### config.mk
export PLATFORM = sky130hd
export DESIGN_NAME = sum_squared_error_with_radius
export DESIGN_NICKNAME = d
export VERILOG_FILES = /design/src/hdl/ssewr_pkg.sv /design/src/hdl/ssewr_adjust.sv /design/src/hdl/sum_squared_error_with_radius.sv
export SDC_FILE = /design/constraint.sdc
export NUM_CORES = 1
export LEC_CHECK = 0
export BUFFER_PORTS_ARGS = -buffer_cell sky130_fd_sc_hd__buf_4
export CORE_MARGIN = 2
export CORE_UTILIZATION = 57
export DETAILED_ROUTE_END_ITERATION = 10
export PLACE_DENSITY = 0.82
export SLEW_MARGIN = 20
export SYNTH_ARGS = -nofsm -noshare
export SYNTH_HDL_FRONTEND = slang
export SYNTH_SLANG_ARGS = --single-unit
### constraint.sdc
create_clock -name clk -period 7.5 [get_ports clk]
set_clock_uncertainty 0.05 [all_clocks]
set_input_delay 0.375 -clock clk [delete_from_list [all_inputs] [get_ports clk]]
set_output_delay 0.375 -clock clk [all_outputs]
set_load 0.03 [all_outputs]
### src/hdl/ssewr_pkg.sv
// Package for the sum-squared-error stage with target and zero-error radii.
// Holds the widths, register indexes and derived constants shared by all files.
// No dependencies.
`default_nettype none

package ssewr_pkg;

  // Data and accumulator widths
  localparam int DATA_WIDTH  = 16;
  localparam int ACC_WIDTH   = 48;
  localparam int DERIV_WIDTH = DATA_WIDTH + 1;
  localparam int SQ_WIDTH    = 2 * DERIV_WIDTH;
  localparam int SUM_WIDTH   = ACC_WIDTH - 1;

  // Stream word widths, padded to whole bytes
  localparam int IN_TDATA_WIDTH  = ((2 * DATA_WIDTH + 7) / 8) * 8;
  localparam int OUT_FIELD_BITS  = DERIV_WIDTH + SUM_WIDTH + 1;
  localparam int OUT_TDATA_WIDTH = ((OUT_FIELD_BITS + 7) / 8) * 8;

  // Configuration register indexes
  localparam int CFG_ADDR_WIDTH = 1;
  typedef enum logic [CFG_ADDR_WIDTH-1:0] {
    REG_STEP_RADIUS = 1'b0,
    REG_ZERO_RADIUS = 1'b1
  } cfg_reg_t;

  // Radii handed to the target adjustment logic
  typedef struct packed {
    logic [DATA_WIDTH-1:0] step_radius;
    logic [DATA_WIDTH-1:0] zero_radius;
  } radius_cfg_t;

  localparam logic [ACC_WIDTH-1:0] ACC_MAX = {ACC_WIDTH{1'b1}};

endpackage : ssewr_pkg

`default_nettype wire

### src/hdl/ssewr_adjust.sv
// Target adjustment: applies the zero-error and target radii and returns the
// derivative, activation minus adjusted target. Uses ssewr_pkg.
`default_nettype none

module ssewr_adjust
  import ssewr_pkg::*;
(
  input  wire logic signed [DATA_WIDTH-1:0]  activation,
  input  wire logic signed [DATA_WIDTH-1:0]  target,
  input  wire radius_cfg_t                   radii,
  output logic signed [DERIV_WIDTH-1:0]      derivative
);

  // One guard bit above the difference so the radius sums cannot wrap.
  localparam int W = DERIV_WIDTH + 1;

  logic signed [W-1:0] diff;
  logic signed [W-1:0] zr;
  logic signed [W-1:0] tr;
  logic signed [W-1:0] result;

  assign diff = W'(activation) - W'(target);
  assign zr   = W'({2'b00, radii.zero_radius});
  assign tr   = W'({2'b00, radii.step_radius});

  // Inside the zero band the error is nil; beyond the target radius the
  // target steps toward the activation; otherwise the target is met.
  always_comb begin
    if ((diff < zr) && (diff > -zr)) begin
      result = '0;
    end else if (diff > tr) begin
      result = diff - tr;
    end else if (diff < -tr) begin
      result = diff + tr;
    end else begin
      result = '0;
    end
  end

  // A step never passes the activation, so the result fits the narrower width.
  assign derivative = result[DERIV_WIDTH-1:0];

endmodule : ssewr_adjust

`default_nettype wire

### src/hdl/sum_squared_error_with_radius.sv
// Sum-squared-error stage with target and zero-error radii: top level.
// Uses ssewr_pkg and ssewr_adjust.
//
// Usage:
//  - in_*: one word per element, activation and target (signed Q4.12);
//    in_tlast marks the final element of a vector.
//  - out_*: one word per input word, carrying the derivative, the half sum of
//    squares (24 fraction bits, non-zero only on the final word of a vector)
//    and the clip flag; out_tlast copies in_tlast.
//  - cfg_*: write-only registers, target radius (index 0) and zero radius (index 1),
//    to be written by the user only while no word is in flight; the block does not enforce it.
// Throughput is one word per cycle while out_tready stays high, set by a
// four-register pipeline: input register, derivative register, square
// register and output register, with the saturating accumulator updated
// as a word enters the output register.
// Synchronous reset empties the pipeline, clears the accumulator and the
// clip flag and sets both radii to zero.
// When the receiver stalls, the output holds its word; earlier stages keep
// filling until every stage is occupied, and only then is in_tready lowered.
`default_nettype none

module sum_squared_error_with_radius
  import ssewr_pkg::*;
(
  input  wire logic                        clk,
  input  wire logic                        rst_n,
  // Input stream
  input  wire logic                        in_tvalid,
  output logic                             in_tready,
  input  wire logic [IN_TDATA_WIDTH-1:0]   in_tdata,   // activation, target
  input  wire logic                        in_tlast,
  // Result stream
  output logic                             out_tvalid,
  input  wire logic                        out_tready,
  output logic [OUT_TDATA_WIDTH-1:0]       out_tdata,  // derivative, error_sum, saturated, pad
  output logic                             out_tlast,
  // Configuration
  input  wire logic                        cfg_we,
  input  wire logic [CFG_ADDR_WIDTH-1:0]   cfg_addr,
  input  wire logic [DATA_WIDTH-1:0]       cfg_wdata
);

  // Configuration registers
  radius_cfg_t radii_r;

  always_ff @(posedge clk) begin
    if (!rst_n) begin
      radii_r <= '0;
    end else if (cfg_we) begin
      case (cfg_reg_t'(cfg_addr))
        REG_STEP_RADIUS: radii_r.step_radius <= cfg_wdata;
        REG_ZERO_RADIUS: radii_r.zero_radius <= cfg_wdata;
        default: ;
      endcase
    end
  end

  // Stage valid flags and advance conditions
  logic v1_r, v2_r, v3_r, v4_r;
  logic adv1, adv2, adv3, adv4;

  assign adv4      = !v4_r || out_tready;
  assign adv3      = !v3_r || adv4;
  assign adv2      = !v2_r || adv3;
  assign adv1      = !v1_r || adv2;
  assign in_tready = adv1;

  always_ff @(posedge clk) begin
    if (!rst_n) begin
      v1_r <= 1'b0;
      v2_r <= 1'b0;
      v3_r <= 1'b0;
      v4_r <= 1'b0;
    end else begin
      if (adv1) v1_r <= in_tvalid;
      if (adv2) v2_r <= v1_r;
      if (adv3) v3_r <= v2_r;
      if (adv4) v4_r <= v3_r;
    end
  end

  // Stage 1: input register
  logic signed [DATA_WIDTH-1:0] act_r, tgt_r;
  logic                         last1_r;

  always_ff @(posedge clk) begin
    if (adv1) begin
      act_r   <= in_tdata[DATA_WIDTH-1:0];
      tgt_r   <= in_tdata[2*DATA_WIDTH-1:DATA_WIDTH];
      last1_r <= in_tlast;
    end
  end

  // Stage 2: derivative after target adjustment
  logic signed [DERIV_WIDTH-1:0] deriv_nxt;
  logic signed [DERIV_WIDTH-1:0] deriv2_r;
  logic                          last2_r;

  ssewr_adjust u_adjust (
    .activation (act_r),
    .target     (tgt_r),
    .radii      (radii_r),
    .derivative (deriv_nxt)
  );

  always_ff @(posedge clk) begin
    if (adv2) begin
      deriv2_r <= deriv_nxt;
      last2_r  <= last1_r;
    end
  end

  // Stage 3: square of the derivative magnitude
  logic [DERIV_WIDTH-1:0]        mag;
  logic [SQ_WIDTH-1:0]           sq_r;
  logic signed [DERIV_WIDTH-1:0] deriv3_r;
  logic                          last3_r;

  assign mag = deriv2_r[DERIV_WIDTH-1] ? DERIV_WIDTH'(-deriv2_r) : DERIV_WIDTH'(deriv2_r);

  always_ff @(posedge clk) begin
    if (adv3) begin
      sq_r     <= mag * mag;
      deriv3_r <= deriv2_r;
      last3_r  <= last2_r;
    end
  end

  // Stage 4: saturating accumulation into the output register
  logic [ACC_WIDTH-1:0] acc_r, acc_nxt;
  logic                 clip_r, clip_nxt;
  logic [ACC_WIDTH:0]   acc_sum;
  logic                 load4;

  assign load4   = adv4 && v3_r;
  assign acc_sum = {1'b0, acc_r} + (ACC_WIDTH + 1)'(sq_r);

  always_comb begin
    if (acc_sum[ACC_WIDTH]) begin
      acc_nxt  = ACC_MAX;
      clip_nxt = 1'b1;
    end else begin
      acc_nxt  = acc_sum[ACC_WIDTH-1:0];
      clip_nxt = clip_r;
    end
  end

  always_ff @(posedge clk) begin
    if (!rst_n) begin
      acc_r  <= '0;
      clip_r <= 1'b0;
    end else if (load4) begin
      acc_r  <= last3_r ? '0 : acc_nxt;
      clip_r <= last3_r ? 1'b0 : clip_nxt;
    end
  end

  // Output word register
  logic signed [DERIV_WIDTH-1:0] deriv4_r;
  logic [SUM_WIDTH-1:0]          sum4_r;
  logic                          sat4_r;
  logic                          last4_r;

  always_ff @(posedge clk) begin
    if (load4) begin
      deriv4_r <= deriv3_r;
      sum4_r   <= last3_r ? acc_nxt[ACC_WIDTH-1:1] : '0;
      sat4_r   <= clip_nxt;
      last4_r  <= last3_r;
    end
  end

  assign out_tvalid = v4_r;
  assign out_tlast  = last4_r;
  assign out_tdata  = {{(OUT_TDATA_WIDTH - OUT_FIELD_BITS){1'b0}}, sat4_r, sum4_r, deriv4_r};

endmodule : sum_squared_error_with_radius

`default_nettype wire

==> flow_metrics.py, run 1 <==
metrics = {
    "status": {
        "status": "complete, but fails checks",
        "failed_checks": "setup timing",
    },
    "synth": {
        "synthMuxAreaShare_pct": 0.396,
        "syn_area_mm2": 0.0230,
        "synthTopCellsByCount": "375 x inv_1, 276 x nand2_1, 241 x ha_1",
        "synth_cells": 2498,
        "synth_edf_count": 167,
        "synth_most_common_cell": "inv_1",
        "synth_compound_area_share_pct": 13.5,
        "yosysTopAreaCell": "edfxtp_1",
        "async_reset_ff_share_pct": 0,
        "yosys_warnings": 0,
        "avgSynthCellArea_um2": 9.23,
        "synthSimpleGateAreaFrac_pct": 14.0,
        "synth-seq-area-share_pct": 29.1,
        "synth.distinct_cells": 83,
        "synth_adder_area_share_pct": 30.1,
        "synth_area_leaders": "edfxtp_1 22%, fa_1 17%, ha_1 13%",
        "yosysTopAreaCellShare_pct": 21.8,
        "ys_ff_latch": 252,
        "synth-xor-area-share_pct": 4.86,
        "ys.flop_type": "edfxtp_1",
        "synth_top_family_by_area": "adder cells",
    },
    "critical_path": {
        "critPathArrivalTime_ps": 8150,
        "reg2reg_depth": 29,
        "cp_slowest_cell": "fa_1",
        "crit_family": "adder cells",
        "crit_path_end_kind": "register",
        "path_max_fanout": 5,
        "crit_path_max_incr_delay_ps": 550,
        "crit_type": "reg -> reg",
        "reg2reg_slack_ps": -280,
        "startpoint_type": "register",
        "crit_required_ps": 7870,
        "reg2reg_from": "deriv2_r[2]",
        "rr_endpoint": "sq_r[28]",
        "worst-path-buf-inv": 5,
    },
    "clocking": {
        "clkTransAtPathRegs_ps": 70,
        "cts_max_level": 1,
        "cts.sinks": 252,
        "tritoncts": "yes",
        "cts_inserted_buffers": 28,
        "insertion_delay_ps": 600,
        "clockRootBuffer": "clkbuf_16",
        "cts_buffer_depth": 3,
    },
    "routing": {
        "drt_pass1_iterations": 6,
        "num_vias": 19300,
        "wl_per_cell_um": 19.1,
        "routed_wl_um": 63200,
        "drtAntennaViolNets": 0,
        "drcViolationCount": 0,
        "drt_iter0_drc": 1436,
        "viasPerCell": 5.83,
    },
    "timing": {
        "timing.fmax_ghz": 0.129,
        "finalWorstPathRequiredPeriod_ps": 7780,
        "finalHoldViolCount": 0,
        "fin_crit_sh_pct": 104,
        "finalSetupViolCount": 7,
        "worstMarginPinSlew_ps": 1040,
        "maxSlewHeadroom_pct": 30.7,
        "drv_slew": 0,
        "fin_ws_ps": -276,
        "rsz0062_at_grt": "yes",
    },
    "cells_and_area": {
        "drive_gt1_share_pct": 15.2,
        "filler_cell_count": 2969,
        "post-route-util_pct": 68.5,
        "areaGrowthSynthToFinish_pct": 18.3,
        "stdcell_count": 3301,
        "register_area_mm2": 0.00672,
        "antenna_cells": 0,
        "multiInputGateArea_mm2": 0.0150,
        "fin_nets": 3246,
    },
    "min_path": {
        "holdCritStartpoint": "cfg_wdata[14]",
        "hold_class": "in -> reg",
        "min_to": "radii_r[14]",
        "whs_path_depth": 3,
    },
    "place": {
        "gp_congestion": 0.961,
        "dp_hpwl_um": 46200,
        "dp_cells": 3182,
        "io_buffers": 122,
    },
    "grt": {
        "grt_max_degree": 51,
        "grt_overflow": 0,
        "grt_pass1_wl_um": 101000,
        "grt.total_usage_pct": 30.5,
        "grt_antenna_before_repair": 0,
        "grt_pass1_vias": 19900,
    },
    "floorplanning": {
        "ioPinCount": 130,
        "die_w_um": 205,
        "dieHeight_um": 205,
        "core-area_mm2": 0.0398,
        "start_util_pct": 57.9,
        "die_area_mm2": 0.0421,
        "row_count": 73,
    },
    "run": {
        "drv_cap": 0,
    },
}
-- worst register-to-register path: cells and delay by family (launching register included) --
kind,cells,cell delay (ps)
AO/OA/AOI/OAI,8,1400
XOR/XNOR,2,380
adder cells (fa/ha/maj),7,2980
AND/OR/NAND/NOR,7,1990
buffers and inverters,5,370
flip-flops,1,410
-- logic make-up after synthesis --
group,Yosys count
fa+ha+maj,437
flops,252
simple gates,717
buf+inv,476
compound gates,478
xor+xnor,127
other cells,2
mux,9
-- through the flow --
stage          hold slack [ps]  setup TNS (ps)  area [um2]  setup WS (ps)
2_1_floorplan              350            -374       23200           -104
3_3_place_gp               355            -879       25300           -157
3_5_place_dp               355           -3200       25300           -384
4_1_cts                   11.3            -936       27100           -205
5_1_grt                   40.7           -4850       27300           -560
6_report                  36.0           -1180       27300           -276
-- flip-flops by register name (all words and copies together) (netlist names) --
signal      cells
last1_r         1
out_tlast       1
radii_r        32
last3_r         1
v3_r            1
deriv4_r       17
out_tvalid      1
deriv3_r       16
tgt_r          16
v1_r            1
clip_r          1
sq_r           33
acc_r          48
deriv2_r       17
sat4_r          1
v2_r            1
act_r          16
last2_r         1
sum4_r         47
-- per-layer routing --
metal / vias to the layer above / part of all wire, % / GRT usage [%]
met5: - / 0 / 0
met4: 0 / 4.2 / 12.1
met3: 205 / 6.5 / 4.18
met2: 818 / 51 / 54.8
met1: 9336 / 38 / 37.0
li1: 8902 / - / -
-- layout by cell type, fill, tap and decap left out, drive strengths merged, types with 9 or more instances in the layout --
cell type    Yosys  routed
a211oi          20      20
a21o            52      52
a21oi          154     154
a31oi           23      23
and2            19      19
and3             9       9
buf             23     247
clkbuf          65      38
clkinv           2      11
conb             2      19
dfxtp           85      85
dlygate4sd3      0      50
edfxtp         167     167
fa             196     196
ha             241     241
inv            386     387
nand2          276     276
nand2b          18      18
nand3           35      35
nand4           23      23
nor2           226     226
nor2b           21      21
nor3            36      36
nor4            16      16
o211ai          12      12
o21a            16      16
o21ai           91      91
o21bai          13      13
o31ai           12      12
xnor2           89      89
xor2            38      38
-- repair_timing --
action / CTS / global route
pin swaps: 44 / 21
resized for setup: 44 / 40
buffers inserted: 15 / 5
hold buffers: 50 / 0
setup endpoints to repair: 16 / 16
hold endpoints to repair: 56 / 0
-- final cells by class --
| cell class | instances | area share (%) |
|---|---|---|
| clock buffers | 38 | 3.08 |
| clock inverters | 14 | 0.665 |
| inverters | 388 | 5.35 |
| multi-input cells | 1787 | 54.9 |
| flip-flops and latches | 252 | 24.6 |
| well taps | 525 | 2.41 |
| repair buffers | 297 | 8.94 |
-- how the worst max path moves through the flow --
| stage | startpoint | to | slack [ps] | cells past startpoint |
|---|---|---|---|---|
| 2_1_floorplan | deriv2_r[2] | sq_r[28] | -100 | 28 |
| 3_3_place_gp | deriv2_r[2] | sq_r[33] | -160 | 26 |
| 3_5_place_dp | deriv2_r[2] | sq_r[32] | -380 | 28 |
| 4_1_cts | deriv2_r[3] | sq_r[28] | -210 | 29 |
| 5_1_grt | deriv2_r[2] | sq_r[32] | -560 | 26 |
| 6_report | deriv2_r[2] | sq_r[28] | -280 | 29 |
Power of run 1 is not shown: default switching activity piles up to over one toggle a cycle in this logic, so the estimate is an artifact.
==> run 2, diff against run 1 <==
CAP_MARGIN = 5   (was unset)
CORE_ASPECT_RATIO = 1.75   (was unset)
SETUP_SLACK_MARGIN = 0.3   (was unset)
==> run 2 against run 1 <==
- the flow still finishes with violations (setup timing)
- fmax fell by 2.0%
- utilization decreased by 0.59 points
- register-to-register slack worse by 160 ps
- final cell count decreased by 0.97%
- worst setup slack got worse by 160 ps
- first-iteration DRC count decreased by 27%
- final area fell by 0.60%
- wire length grew 1.0%
- clock-buffer cell count down 12
- critical path depth unchanged
- largest cell class unchanged
==> flow_metrics.py, run 2 (synthesized netlist as in run 1, its figures left out) <==
metrics = {
    "critical_path": {
        "crit_path_end_kind": "register",
        "reg2reg_from": "deriv2_r[3]",
        "worst-path-buf-inv": 6,
        "cp-endpoint": "sq_r[28]",
        "crit_required_ps": 7840,
        "critPathArrivalTime_ps": 8270,
        "path_max_fanout": 5,
        "reg2reg_slack_ps": -430,
        "cpMostUsedCell": "fa_1",
        "cp_slowest_cell": "fa_1",
        "reg2reg_depth": 29,
        "startpoint_type": "register",
        "cp.depth": 29,
        "crit_family": "adder cells",
        "rr_endpoint": "sq_r[28]",
        "crit_path_max_incr_delay_ps": 550,
        "critPathLaunch": "deriv2_r[3]",
        "crit_type": "reg -> reg",
    },
    "cells_and_area": {
        "drive_gt1_share_pct": 15.6,
        "largest_register_ffs": 48,
        "register_area_mm2": 0.00672,
        "fin_nets": 3247,
        "filler_cell_count": 2905,
        "areaGrowthSynthToFinish_pct": 17.6,
        "final_cell_mix": "361 x inv_1, 258 x nand2_1, 247 x buf_4",
        "final_common_cell": "inv_1",
        "reg.largest.list": "acc_r x48, sum4_r x47, sq_r x33",
        "antenna_cells": 0,
        "post-route-util_pct": 67.9,
        "multiInputGateArea_mm2": 0.0151,
        "regMostFlops": "acc_r",
    },
    "min_path": {
        "holdCritStartpoint": "cfg_wdata[12]",
        "hold_class": "in -> reg",
    },
    "clocking": {
        "cts_inserted_buffers": 25,
        "clkTransAtPathRegs_ps": 70,
        "cts_max_level": 1,
        "cts_buffer_depth": 3,
        "tritoncts": "yes",
        "cts.sinks": 252,
        "clockRootBuffer": "clkbuf_16",
        "insertion_delay_ps": 580,
    },
    "floorplanning": {
        "die_area_mm2": 0.0421,
        "row_count": 97,
        "die_w_um": 156,
        "start_util_pct": 57.7,
        "dieHeight_um": 270,
        "ioPinCount": 130,
        "core-area_mm2": 0.0399,
    },
    "routing": {
        "dr_wl_met3_um": 2940,
        "top_layer_used": "met4",
        "route.met2.wl_um": 34800,
        "viasPerCell": 5.86,
        "drtAntennaViolNets": 0,
        "drt_iter0_drc": 1053,
        "drcViolationCount": 0,
        "routed_wl_um": 63800,
        "drt_pass1_iterations": 6,
        "drt-met1-wl_um": 19700,
        "num_vias": 19200,
        "wl_per_cell_um": 19.5,
    },
    "grt": {
        "grt_max_degree": 78,
        "grt_overflow": 0,
        "grt_pass1_wl_um": 100000,
        "grt_antenna_before_repair": 0,
        "grt.total_usage_pct": 30.0,
        "grt_pass1_vias": 20800,
    },
    "timing": {
        "finalWorstPathRequiredPeriod_ps": 7930,
        "fin_crit_sh_pct": 106,
        "drv_slew": 0,
        "maxSlewHeadroom_pct": 25.1,
        "rsz0062_at_grt": "yes",
        "fin_ws_ps": -431,
        "worstMarginPinSlew_ps": 1120,
        "finalHoldViolCount": 0,
        "finalSetupViolCount": 11,
        "timing.fmax_ghz": 0.126,
    },
    "place": {
        "dp_hpwl_um": 48800,
        "gp_congestion": 0.965,
        "io_buffers": 122,
    },
    "run": {
        "drv_cap": 0,
    },
    "status": {
        "failed_checks": "setup timing",
        "status": "complete, but fails checks",
    },
}
run 2: cell types whose count changed in the layout (fill, tap and decap cells not counted), sizes merged:
cell	previous run	this run
bufinv	2	3
clkinv	11	9
inv	387	392
buf	247	256
clkinvlp	2	4
clkbuf	38	26
dlygate4sd3	50	45
run 2: worst min-delay path by stage:
stage	endpoint	slack [ps]	depth (start not counted)
after CTS	radii_r[28]	0.1	3
after detailed placement	deriv4_r[8]	350	0
final	radii_r[12]	20	3
after global routing	acc_r[36]	10	2
after floorplan	deriv4_r[10]	350	0
after global placement	deriv4_r[6]	350	0
run 2: worst register-to-register path, delay by kind of cell, from the launching register on:
family	cells	cell delay, ps
flops	1	430
simple gates	7	2040
buf+inv	6	600
xor+xnor	1	180
fa+ha+maj	7	3080
compound gates	8	1360
run 2: final cells by class:
| type | count | share of cell area (%) |
|---|---|---|
| Multi-Input combinational cell | 1787 | 55.5 |
| Inverter | 388 | 5.40 |
| Timing Repair Buffer | 301 | 8.87 |
| Clock inverter | 20 | 0.817 |
| Tap cell | 495 | 2.28 |
| Sequential cell | 252 | 24.8 |
| Clock buffer | 26 | 2.32 |
run 2: stage by stage:
step | cell area, um2 | instances | worst slack, ps | setup TNS [ps] | hold slack [ps]
floorplan | 23200 | 2515 | -62.8 | -157 | 350
global placement | 25100 | 3144 | -133 | -673 | 354
detailed placement | 25100 | 3144 | -333 | -2510 | 355
CTS | 26800 | 3254 | -144 | -737 | 0.150
global route | 27100 | 3269 | -682 | -5770 | 14.1
finish | 27100 | 3269 | -431 | -2500 | 21.8
run 2: per-layer routing:
metal | vias up | global-route usage [%]
met5 | - | 0
met4 | 0 | 26.5
met3 | 343 | 4.17
met2 | 759 | 57.4
met1 | 9175 | 26.2
li1 | 8876 | -
run 2: repair_timing:
item,4_1_cts,5_1_grt
pin swaps,46,36
hold endpoints to repair,54,0
gates resized for setup,59,43
hold buffers,45,0
buffers inserted,19,15
setup endpoints to repair,17,19
Power of run 2 is left out for the same reason.
